`src/rtl/bfir_pkg.sv`:
```
package bfir_pkg;

  typedef struct packed {
    logic        command;
    logic [15:0] pixel_value;
  } in_word_t;

  typedef struct packed {
    logic [15:0] result_value;
    logic [7:0]  result_x;
    logic [7:0]  result_y;
    logic        frame_last;
  } out_word_t;

  typedef enum logic [2:0] {
    REG_SOURCE_WIDTH  = 3'd0,
    REG_SOURCE_HEIGHT = 3'd1,
    REG_TARGET_WIDTH  = 3'd2,
    REG_TARGET_HEIGHT = 3'd3,
    REG_SAMPLE_MODE   = 3'd4
  } reg_index_t;

  localparam logic CMD_STORE = 1'b0;
  localparam logic CMD_EMIT  = 1'b1;

  typedef enum logic [3:0] {
    S_IDLE,
    S_STEPC,
    S_STEPC_WAIT,
    S_STEPR,
    S_STEPR_WAIT,
    S_BOX,
    S_BASE,
    S_READ,
    S_DRAIN,
    S_MEAN,
    S_MEAN_WAIT,
    S_SEARCH,
    S_EMIT
  } state_t;

  localparam int MAX_SIDE = 256;

  localparam int DIV_W = 34;
  localparam int DVS_W = 18;

  typedef logic [15:0] tab_t [256];

  localparam logic [63:0] Q30One = 64'd1 << 30;
  localparam logic [63:0] LinDen = 64'd255;
  localparam logic [63:0] ThrDen = 64'd255999;

  // shift-subtract quotient, used only while building the tables
  function automatic logic [63:0] udiv64(input logic [63:0] a, input logic [63:0] b);
    logic [63:0] q, r;
    q = '0;
    r = '0;
    for (int i = 63; i >= 0; i--) begin
      r = {r[62:0], a[i]};
      if (r >= b) begin
        r = r - b;
        q[i] = 1'b1;
      end
    end
    return q;
  endfunction

  function automatic logic [63:0] pow5_q30(input logic [63:0] y);
    logic [63:0] p;
    p = y;
    for (int i = 0; i < 4; i++) p = (p * y) >> 30;
    return p;
  endfunction

  // t^2.4 = t^2 * t^0.4, fifth root by bitwise search
  function automatic logic [63:0] gamma_tail(input logic [63:0] t_in);
    logic [63:0] t, t2, y, c;
    t = (t_in > Q30One) ? Q30One : t_in;
    t2 = (t * t) >> 30;
    y = '0;
    for (int b = 30; b >= 0; b--) begin
      c = y | (64'd1 << b);
      if (c <= Q30One && pow5_q30(c) <= t2) y = c;
    end
    return (t2 * y) >> 30;
  endfunction

  function automatic logic [63:0] lin_q30(input logic [63:0] num);
    if (num * 64'd100000 <= LinDen * 64'd4045)
      return udiv64((num * 64'd100) << 30, 64'd1292 * LinDen);
    return gamma_tail(udiv64((num * 64'd1000 + LinDen * 64'd55) << 30, 64'd1055 * LinDen));
  endfunction

  function automatic logic [63:0] thr_q30(input logic [63:0] num);
    if (num * 64'd100000 <= ThrDen * 64'd4045)
      return udiv64((num * 64'd100) << 30, 64'd1292 * ThrDen);
    return gamma_tail(udiv64((num * 64'd1000 + ThrDen * 64'd55) << 30, 64'd1055 * ThrDen));
  endfunction

  function automatic tab_t build_lin();
    tab_t t;
    logic [63:0] l;
    for (int k = 0; k < 256; k++) begin
      l = lin_q30(64'(k));
      t[k] = 16'((l * 64'd65535 + (64'd1 << 29)) >> 30);
    end
    return t;
  endfunction

  function automatic tab_t build_thr();
    tab_t t;
    logic [63:0] m;
    for (int k = 0; k < 256; k++) begin
      m = thr_q30(64'd1000 * 64'(k));
      t[k] = 16'((m * 64'd65535 + Q30One - 64'd1) >> 30);
    end
    return t;
  endfunction

  localparam tab_t LIN_TABLE = build_lin();
  localparam tab_t THR_TABLE = build_thr();

endpackage

```
`src/rtl/bfir_div.sv`:
```
module bfir_div import bfir_pkg::*; (
  input  logic             clk,
  input  logic             rst,
  input  logic             start,
  input  logic [DIV_W-1:0] dividend,
  input  logic [DVS_W-1:0] divisor,
  output logic             done,
  output logic [DIV_W-1:0] quotient
);

  localparam int CW = $clog2(DIV_W + 1);

  logic [DVS_W-1:0] rem;
  logic [DVS_W-1:0] dvs;
  logic [CW-1:0]    cnt;
  logic             busy;
  logic [DVS_W:0]   trial;

  assign trial = {rem, quotient[DIV_W-1]};

  always_ff @(posedge clk) begin
    if (rst) begin
      busy <= 1'b0;
      done <= 1'b0;
    end else begin
      done <= 1'b0;
      if (start) begin
        busy <= 1'b1;
        cnt  <= CW'(DIV_W);
      end else if (busy) begin
        cnt <= cnt - 1'b1;
        if (cnt == CW'(1)) begin
          busy <= 1'b0;
          done <= 1'b1;
        end
      end
    end
  end

  always_ff @(posedge clk) begin
    if (start) begin
      quotient <= dividend;
      rem      <= '0;
      dvs      <= divisor;
    end else if (busy) begin
      if (trial >= {1'b0, dvs}) begin
        rem      <= DVS_W'(trial - {1'b0, dvs});
        quotient <= {quotient[DIV_W-2:0], 1'b1};
      end else begin
        rem      <= trial[DVS_W-1:0];
        quotient <= {quotient[DIV_W-2:0], 1'b0};
      end
    end
  end

endmodule

```
`config.mk`:
```
export PLATFORM = sky130hd
export DESIGN_NAME = bfir_div
export DESIGN_NICKNAME = d
export VERILOG_FILES = /design/src/rtl/bfir_pkg.sv /design/src/rtl/bfir_div.sv
export SDC_FILE = /design/constraint.sdc
export NUM_CORES = 1
export LEC_CHECK = 0
export BUFFER_PORTS_ARGS = -buffer_cell sky130_fd_sc_hd__buf_2
export CORE_ASPECT_RATIO = 1.1
export CORE_MARGIN = 2
export CORE_UTILIZATION = 25
export DETAILED_ROUTE_END_ITERATION = 16
export SLEW_MARGIN = 0
export SYNTH_ARGS = -nofsm -noshare
export SYNTH_HDL_FRONTEND = slang
export SYNTH_SLANG_ARGS = --single-unit
```
`constraint.sdc`:
```
create_clock -name clk -period 5.5 [get_ports clk]
set_clock_uncertainty 0.1 [all_clocks]
set_input_delay 0.275 -clock clk [delete_from_list [all_inputs] [get_ports clk]]
set_output_delay 0.275 -clock clk [all_outputs]
set_load 0.02 [all_outputs]
```
==> results of run 1 <==
-- metal layers --
metal  up-vias  share of wire [%]
met5         -                  0
met4         0                2.0
met3        13                5.8
met2        98                 46
met1      1576                 47
li1       1627                  -
-- synth_stat cells, types with 6 or more instances --
cell	number
ha_1	20
a311oi_1	8
o21ai_0	17
nand2b_1	6
a21oi_1	20
edfxtp_1	58
nor2_1	27
inv_1	25
nand3_1	10
and2_1	6
nand2_1	32
mux2_2	34
dfxtp_1	20
o211ai_1	11
xnor2_1	13
-- cell type report --
class                      count  area, um^2  area share (%)
inverter                      25        93.8            1.78
timing repair buffer         104         591            11.2
clock inverter                 6        46.3           0.876
multi-input combinational    266        1920            36.4
tap                          208         260            4.93
sequential                    78        2140            40.5
clock buffer                  10         229            4.33
-- logic make-up (layout without fill, tap and decap cells) --
| logic type | after synthesis | after routing | share of synthesized area, % |
|---|---|---|---|
| simple gates | 101 | 101 | 11.1 |
| compound gates | 95 | 95 | 15.4 |
| flops | 78 | 78 | 50.1 |
| buf+inv | 44 | 145 | 5.00 |
| mux | 34 | 34 | 8.95 |
| fa+ha+maj | 21 | 21 | 6.32 |
| xor+xnor | 15 | 15 | 3.07 |
-- state kept, by name, summed over array words and instances, names as in the netlist --
name	flops
quotient	34
cnt	6
rem	18
dvs	18
done	1
busy	1
-- metrics by stage --
stage | utilization, % | cell area, um^2 | power, mW | worst slack, ns | std cells
floorplan | - | 4280 | 0.940 | 3.02 | 388
global placement | 28.9 | 4880 | 1.03 | 2.80 | 668
detailed placement | 28.9 | 4880 | 1.03 | 2.72 | 668
CTS | 31.2 | 5260 | 1.60 | 2.71 | 695
global route | 31.3 | 5280 | 1.67 | 2.46 | 697
finish | 31.3 | 5280 | 1.59 | 2.68 | 697
-- what timing repair did --
action,CTS,global route
gates resized for setup,0,0
hold buffers,11,2
endpoints found under the hold margin,11,2
setup endpoints to repair,0,0
-- worst max-delay path: stages (launching register included) --
cell     delay, ns
dfxtp_1       0.33
ha_1          0.36
a21oi_1       0.27
nand2_1       0.12
o21ai_2       0.23
a31o_1        0.64
nand2_1       0.21
mux2_2        0.31
-- report_power, final --
part	leakage, nW	total [mW]	internal [mW]	switching [mW]
clock network	0.129	0.562	0.309	0.253
registers	0.738	0.722	0.691	0.0307
logic	1.24	0.307	0.129	0.178
total	2.11	1.59	1.13	0.462
-- worst paths after layout --
path,slack [ns],end,from,cells after the start
worst max-delay path,2.68,quotient[0]$_DFFE_PN_,rem[5]$_SDFFE_PP0P_,7
worst min register to register,0.41,rem[9]$_SDFFE_PP0P_,rem[9]$_SDFFE_PP0P_,2
worst max register to register,2.68,quotient[0]$_DFFE_PN_,rem[5]$_SDFFE_PP0P_,7
worst min-delay path,0.01,dvs[10]$_DFFE_PP_,divisor[10],1
==> impl_metrics.yaml, run 1 <==
floorplanning:
  num_rows: 50
  design.core.area_mm2: 0.0169
  start_util_pct: 25.3
  die_h_um: 141
  fp.dieArea_mm2: 0.0182
  ios: 90
  die_w_um: 129
detailed_routing:
  first_pass_iters: 4
  ant_nets: 0
  wire_per_inst_um: 14.9
  drcViolationCount: 0
  vias_per_cell: 4.75
  drt-initial-drc-count: 153
  num_vias: 3314
  detail_route.wirelength_um: 10400
global_routing:
  grtUsageMet2_pct: 17.8
  grt_max_degree: 72
  overflow: 0
  track_usage_pct: 11.9
  grt_util_met3_pct: 3.68
  antenna_found_initial: 0
  grt_pass1_vias: 3368
  grt_first_pass_wirelength_um: 16900
  top_usage_layer: "met2"
  grt_use_met1_pct: 15.5
clock_network:
  clk_pin_slew_ns: 0.06
  clk_latency_ns: 0.35
  cts_tree: "yes"
  clock_path_buffers: 2
  htree_levels: 3
  numCtsBuffers: 9
  cts_setup_buffers: 0
  cts-root-buf: "clkbuf_16"
  clock_sinks: 78
yosys:
  yosysSeqAreaShare_pct: 50.1
  synth_top_area_share_pct: 40.7
  synth_cell_types: 55
  synth_top_cell_by_area: "edfxtp_1"
  synth_area_per_cell_um2: 11.0
  async_flop_share_pct: 0
  synth_ff_type: "edfxtp_1"
  ys_warn_count: 0
  synth_edf_count: 58
  ys_ff_latch: 78
  netlist_top_cells_area: "edfxtp_1 (41%), dfxtp_1 (9.4%), mux2_2 (9.0%)"
  syn_inst: 388
  synthesis.area_mm2: 0.00428
  synth_nets: 464
outcome:
  outcome: "complete, no violations"
critical_path:
  arrival_ns: 2.82
  worstPathRequired_ns: 5.50
  cp_max_fo: 17
  critical_path_class: "reg2reg"
  start_kind: "register"
  cp-end-kind: "register"
layout:
  antennaDiodeCount: 0
  final_common_cell: "buf_2"
  num-fill-cells: 1745
  final_cell_mix: "buf_2 (89), edfxtp_1 (58), mux2_2 (34)"
  area_delta_synth_final_pct: 23.5
  nets: 560
  final_layout_size_suffix_gt1_share_pct: 30.5
placement:
  hpwl_um: 7360
  port_buffers: 89
  place_congestion: 0.901
worst_hold_path:
  hold_class: "in2reg"
sta:
  finalSetupViolCount: 0
  layout_min_cycle_time_ns: 2.82
  fmax_mhz: 354
  slew_headroom_pct: 29.6
  rsz0062_at_grt: "no"
  worst-slew-pin-transition_ns: 1.05
  tns_ns: 0
  hold_violations: 0
  post-route-period-util_pct: 51.3
  timing.hold.ws_ns: 0.0112
  slew_violations: 0
power:
  ir_worst_vdd_mv: 0.134
  p_leak_nw: 2.11
  power_density_mw_per_mm2: 301
job:
  drv_cap: 0
Note: power is estimated with default switching activity, not from simulation.
==> run 2, diff against run 1 <==
- ABC_AREA: not set -> 1
- clock period: 5.5 -> 2.6 ns (I/O delays scaled with it)
==> run 2 against run 1 <==
Maximum frequency is 19% higher; clock-buffer cell count is 1 higher; non-clock buffer count is 46 higher; sequential power is 110% higher; sequential share of layout area is 4.3 points lower; flip-flop and latch count stayed put; cell count is 32% higher; worst setup slack worse by 2.4 ns; register-to-register slack worse by 2.4 ns; die area is 1.7% higher; clock power is 140% higher; first-iteration DRC count is 5.9% lower; critical path type unchanged; highest routed layer unchanged.
==> impl_metrics.yaml, run 2 <==
layout:
  multiInputGateArea_mm2: 0.00189
  top_regs: "quotient: 34 flops, dvs: 18 flops, rem: 18 flops"
  nets: 760
  ff_latch_area_mm2: 0.00214
  largest_reg_flops: 34
  final_cell_mix: "nand2_1 (221), buf_2 (89), inv_1 (61)"
  antennaDiodeCount: 0
  num-fill-cells: 1796
  area_delta_synth_final_pct: 36.0
  regMostFlops: "quotient"
  fin_cells: 923
  final_layout_size_suffix_gt1_share_pct: 18.9
  final_common_cell: "nand2_1"
critical_path:
  crit_slowest_cell: "edfxtp_1"
  critPathMaxStageDelay_ns: 0.38
  critical_path_class: "reg2reg"
  start_kind: "register"
  cp_common_cell: "nand2_1"
  arrival_ns: 2.51
  cp_max_fo: 3
  worstPathRequired_ns: 2.74
  crit_chain: "inv_1 > ha_1 > inv_1 > fa_1 > inv_1 > nor2_1 > nor2_1 > o21bai_1 > nand2_1 > nand2_1 > nand2_1 > nand2_1 > nand2_1 > nand3_1 > nand2_1"
  cp-end-kind: "register"
clock_network:
  clk_latency_ns: 0.34
  cts_tree: "yes"
  clock_sinks: 78
  cts_resized: 0
  clk_pin_slew_ns: 0.06
  clock_path_buffers: 2
  htree_levels: 3
  cts-root-buf: "clkbuf_16"
  numCtsBuffers: 9
sta:
  layout_min_cycle_time_ns: 2.37
  timing.hold.ws_ns: 0.0604
  post-route-period-util_pct: 91.3
  final.setup.worst_slack_ns: 0.227
  slew_violations: 0
  hold_violations: 0
  worst-slew-pin-transition_ns: 0.566
  finalSetupViolCount: 0
  slew_headroom_pct: 62.2
  rsz0062_at_grt: "no"
  fmax_mhz: 421
  tns_ns: 0
power:
  power_frac_clock_pct: 40.7
  switching_power_mw: 0.862
  p_int_mw: 2.49
  power_density_mw_per_mm2: 567
  ir_worst_vdd_mv: 0.306
  power_frac_seq_pct: 44.4
  p_comb_share_pct: 14.9
  switching_share_pct: 25.7
  p_total_mw: 3.35
  p_leak_nw: 2.89
global_routing:
  grt_max_degree: 43
  grt_pass1_vias: 4084
  track_usage_pct: 13.1
  overflow: 0
  antenna_found_initial: 0
  grt_first_pass_wirelength_um: 19100
yosys:
  synth_ff_type: "edfxtp_1"
  yosysSeqAreaShare_pct: 49.2
  ys_warn_count: 0
  async_flop_share_pct: 0
  synth_nets: 614
  synthesis.area_mm2: 0.00435
  ys_ff_latch: 78
  synthTopCellsByCount: "nand2_1 (221), inv_1 (61), edfxtp_1 (58), nand3_1 (34), nor2_1 (26)"
  yosysMostFrequentCell: "nand2_1"
  synth_top_cell_by_area: "edfxtp_1"
  synth_edf_count: 58
  syn_inst: 538
  netlist_top_cells_area: "edfxtp_1 (40%), nand2_1 (19%), dfxtp_1 (9.2%)"
  synth_top_area_share_pct: 40.0
  synth_cell_types: 32
  synth_area_per_cell_um2: 8.09
outcome:
  outcome: "complete, no violations"
floorplanning:
  start_util_pct: 25.6
  die_w_um: 130
  ios: 90
  num_rows: 50
  die_h_um: 142
  fp.dieArea_mm2: 0.0185
  design.core.area_mm2: 0.0170
placement:
  place_congestion: 0.842
  placed_cells: 855
  hpwl_um: 7790
  post-place-ws_ns: 0.283
  port_buffers: 89
detailed_routing:
  wire_per_inst_um: 12.3
  drcViolationCount: 0
  drt-initial-drc-count: 144
  first_pass_iters: 4
  num_vias: 3936
  detail_route.wirelength_um: 11300
  ant_nets: 0
  vias_per_cell: 4.26
job:
  drv_cap: 0
worst_hold_path:
  hold_class: "in2reg"
-- run 2: changes by cell type after synthesis, sizes merged, moves of 5 or more --
cell and delta:
inv +38, xnor2 -6, nand2 +196, nand3b +14, a311oi -8, mux2 -34
o21ai -8, o211ai -11, nand3 +27, a41oi -5, and2 -6, nand2b -6
a211oi -6, a21o -5
-- run 2: cells by family after synthesis --
logic type                 synth area share, %
and+or+nand+nor                           31.1
xor gates and xnor gates                  1.61
AOI/OAI and AO/OA                         4.54
adders and majority gates                 6.21
buffers and inverters                     7.33
DFF                                       49.2
-- run 2: layout make-up --
cell class / count / area share, %
Multi-Input combinational cell: 381 / 31.9
Sequential cell: 78 / 36.2
Clock buffer: 11 / 3.93
Tap cell: 234 / 4.95
Clock inverter: 5 / 1.42
Timing Repair Buffer: 150 / 17.5
Inverter: 64 / 4.06
-- run 2: power groups by stage --
stage                     sequential (mW)  clock (mW)  combinational (mW)
after floorplan                      1.58           0               0.205
after global placement               1.51           0               0.435
after detailed placement             1.51           0               0.438
after CTS                            1.49        1.40               0.500
after global routing                 1.50        1.44               0.557
final                                1.49        1.37               0.498
-- run 2: what timing repair did --
item / CTS / global route
hold buffers: 52 / 0
hold endpoints to repair: 52 / 0
buffers inserted: 0 / 0
-- run 2: per-layer routing --
layer / vias to the layer above / GRT usage (%) / wire length (um) / share of wire [%]
met5: - / 0 / 0 / 0
met4: 0 / 6.11 / 248 / 2.2
met3: 15 / 3.23 / 638 / 5.6
met2: 105 / 21.4 / 5300 / 47
met1: 1798 / 16.2 / 5150 / 45
li1: 2018 / - / - / -
-- run 2: final timing paths --
check | from | endpoint | slack, ns | cells after the start
worst max-delay path | quotient[33]$_DFFE_PN_ | rem[14]$_SDFFE_PP0P_ | 0.23 | 15
worst min-delay path | dividend[0] | quotient[0]$_DFFE_PN_ | 0.06 | 3
worst max register to register | quotient[33]$_DFFE_PN_ | rem[14]$_SDFFE_PP0P_ | 0.23 | 15
worst min register to register | rem[15]$_SDFFE_PP0P_ | rem[15]$_SDFFE_PP0P_ | 0.37 | 2
-- run 2: metrics by stage --
step           area [um^2]  util, %
2_1_floorplan         4350        -
3_3_place_gp          5080     29.8
3_5_place_dp          5080     29.8
4_1_cts               5910     34.8
5_1_grt               5910     34.8
6_report              5910     34.8
-- run 2: critical path: cells and delay by family (launching register included) --
| family | cells | cell delay (ns) |
|---|---|---|
| and+or+nand+nor | 9 | 0.81 |
| adders and majority gates | 2 | 0.41 |
| DFF | 1 | 0.38 |
| AOI/OAI and AO/OA | 1 | 0.33 |
| buffers and inverters | 3 | 0.23 |
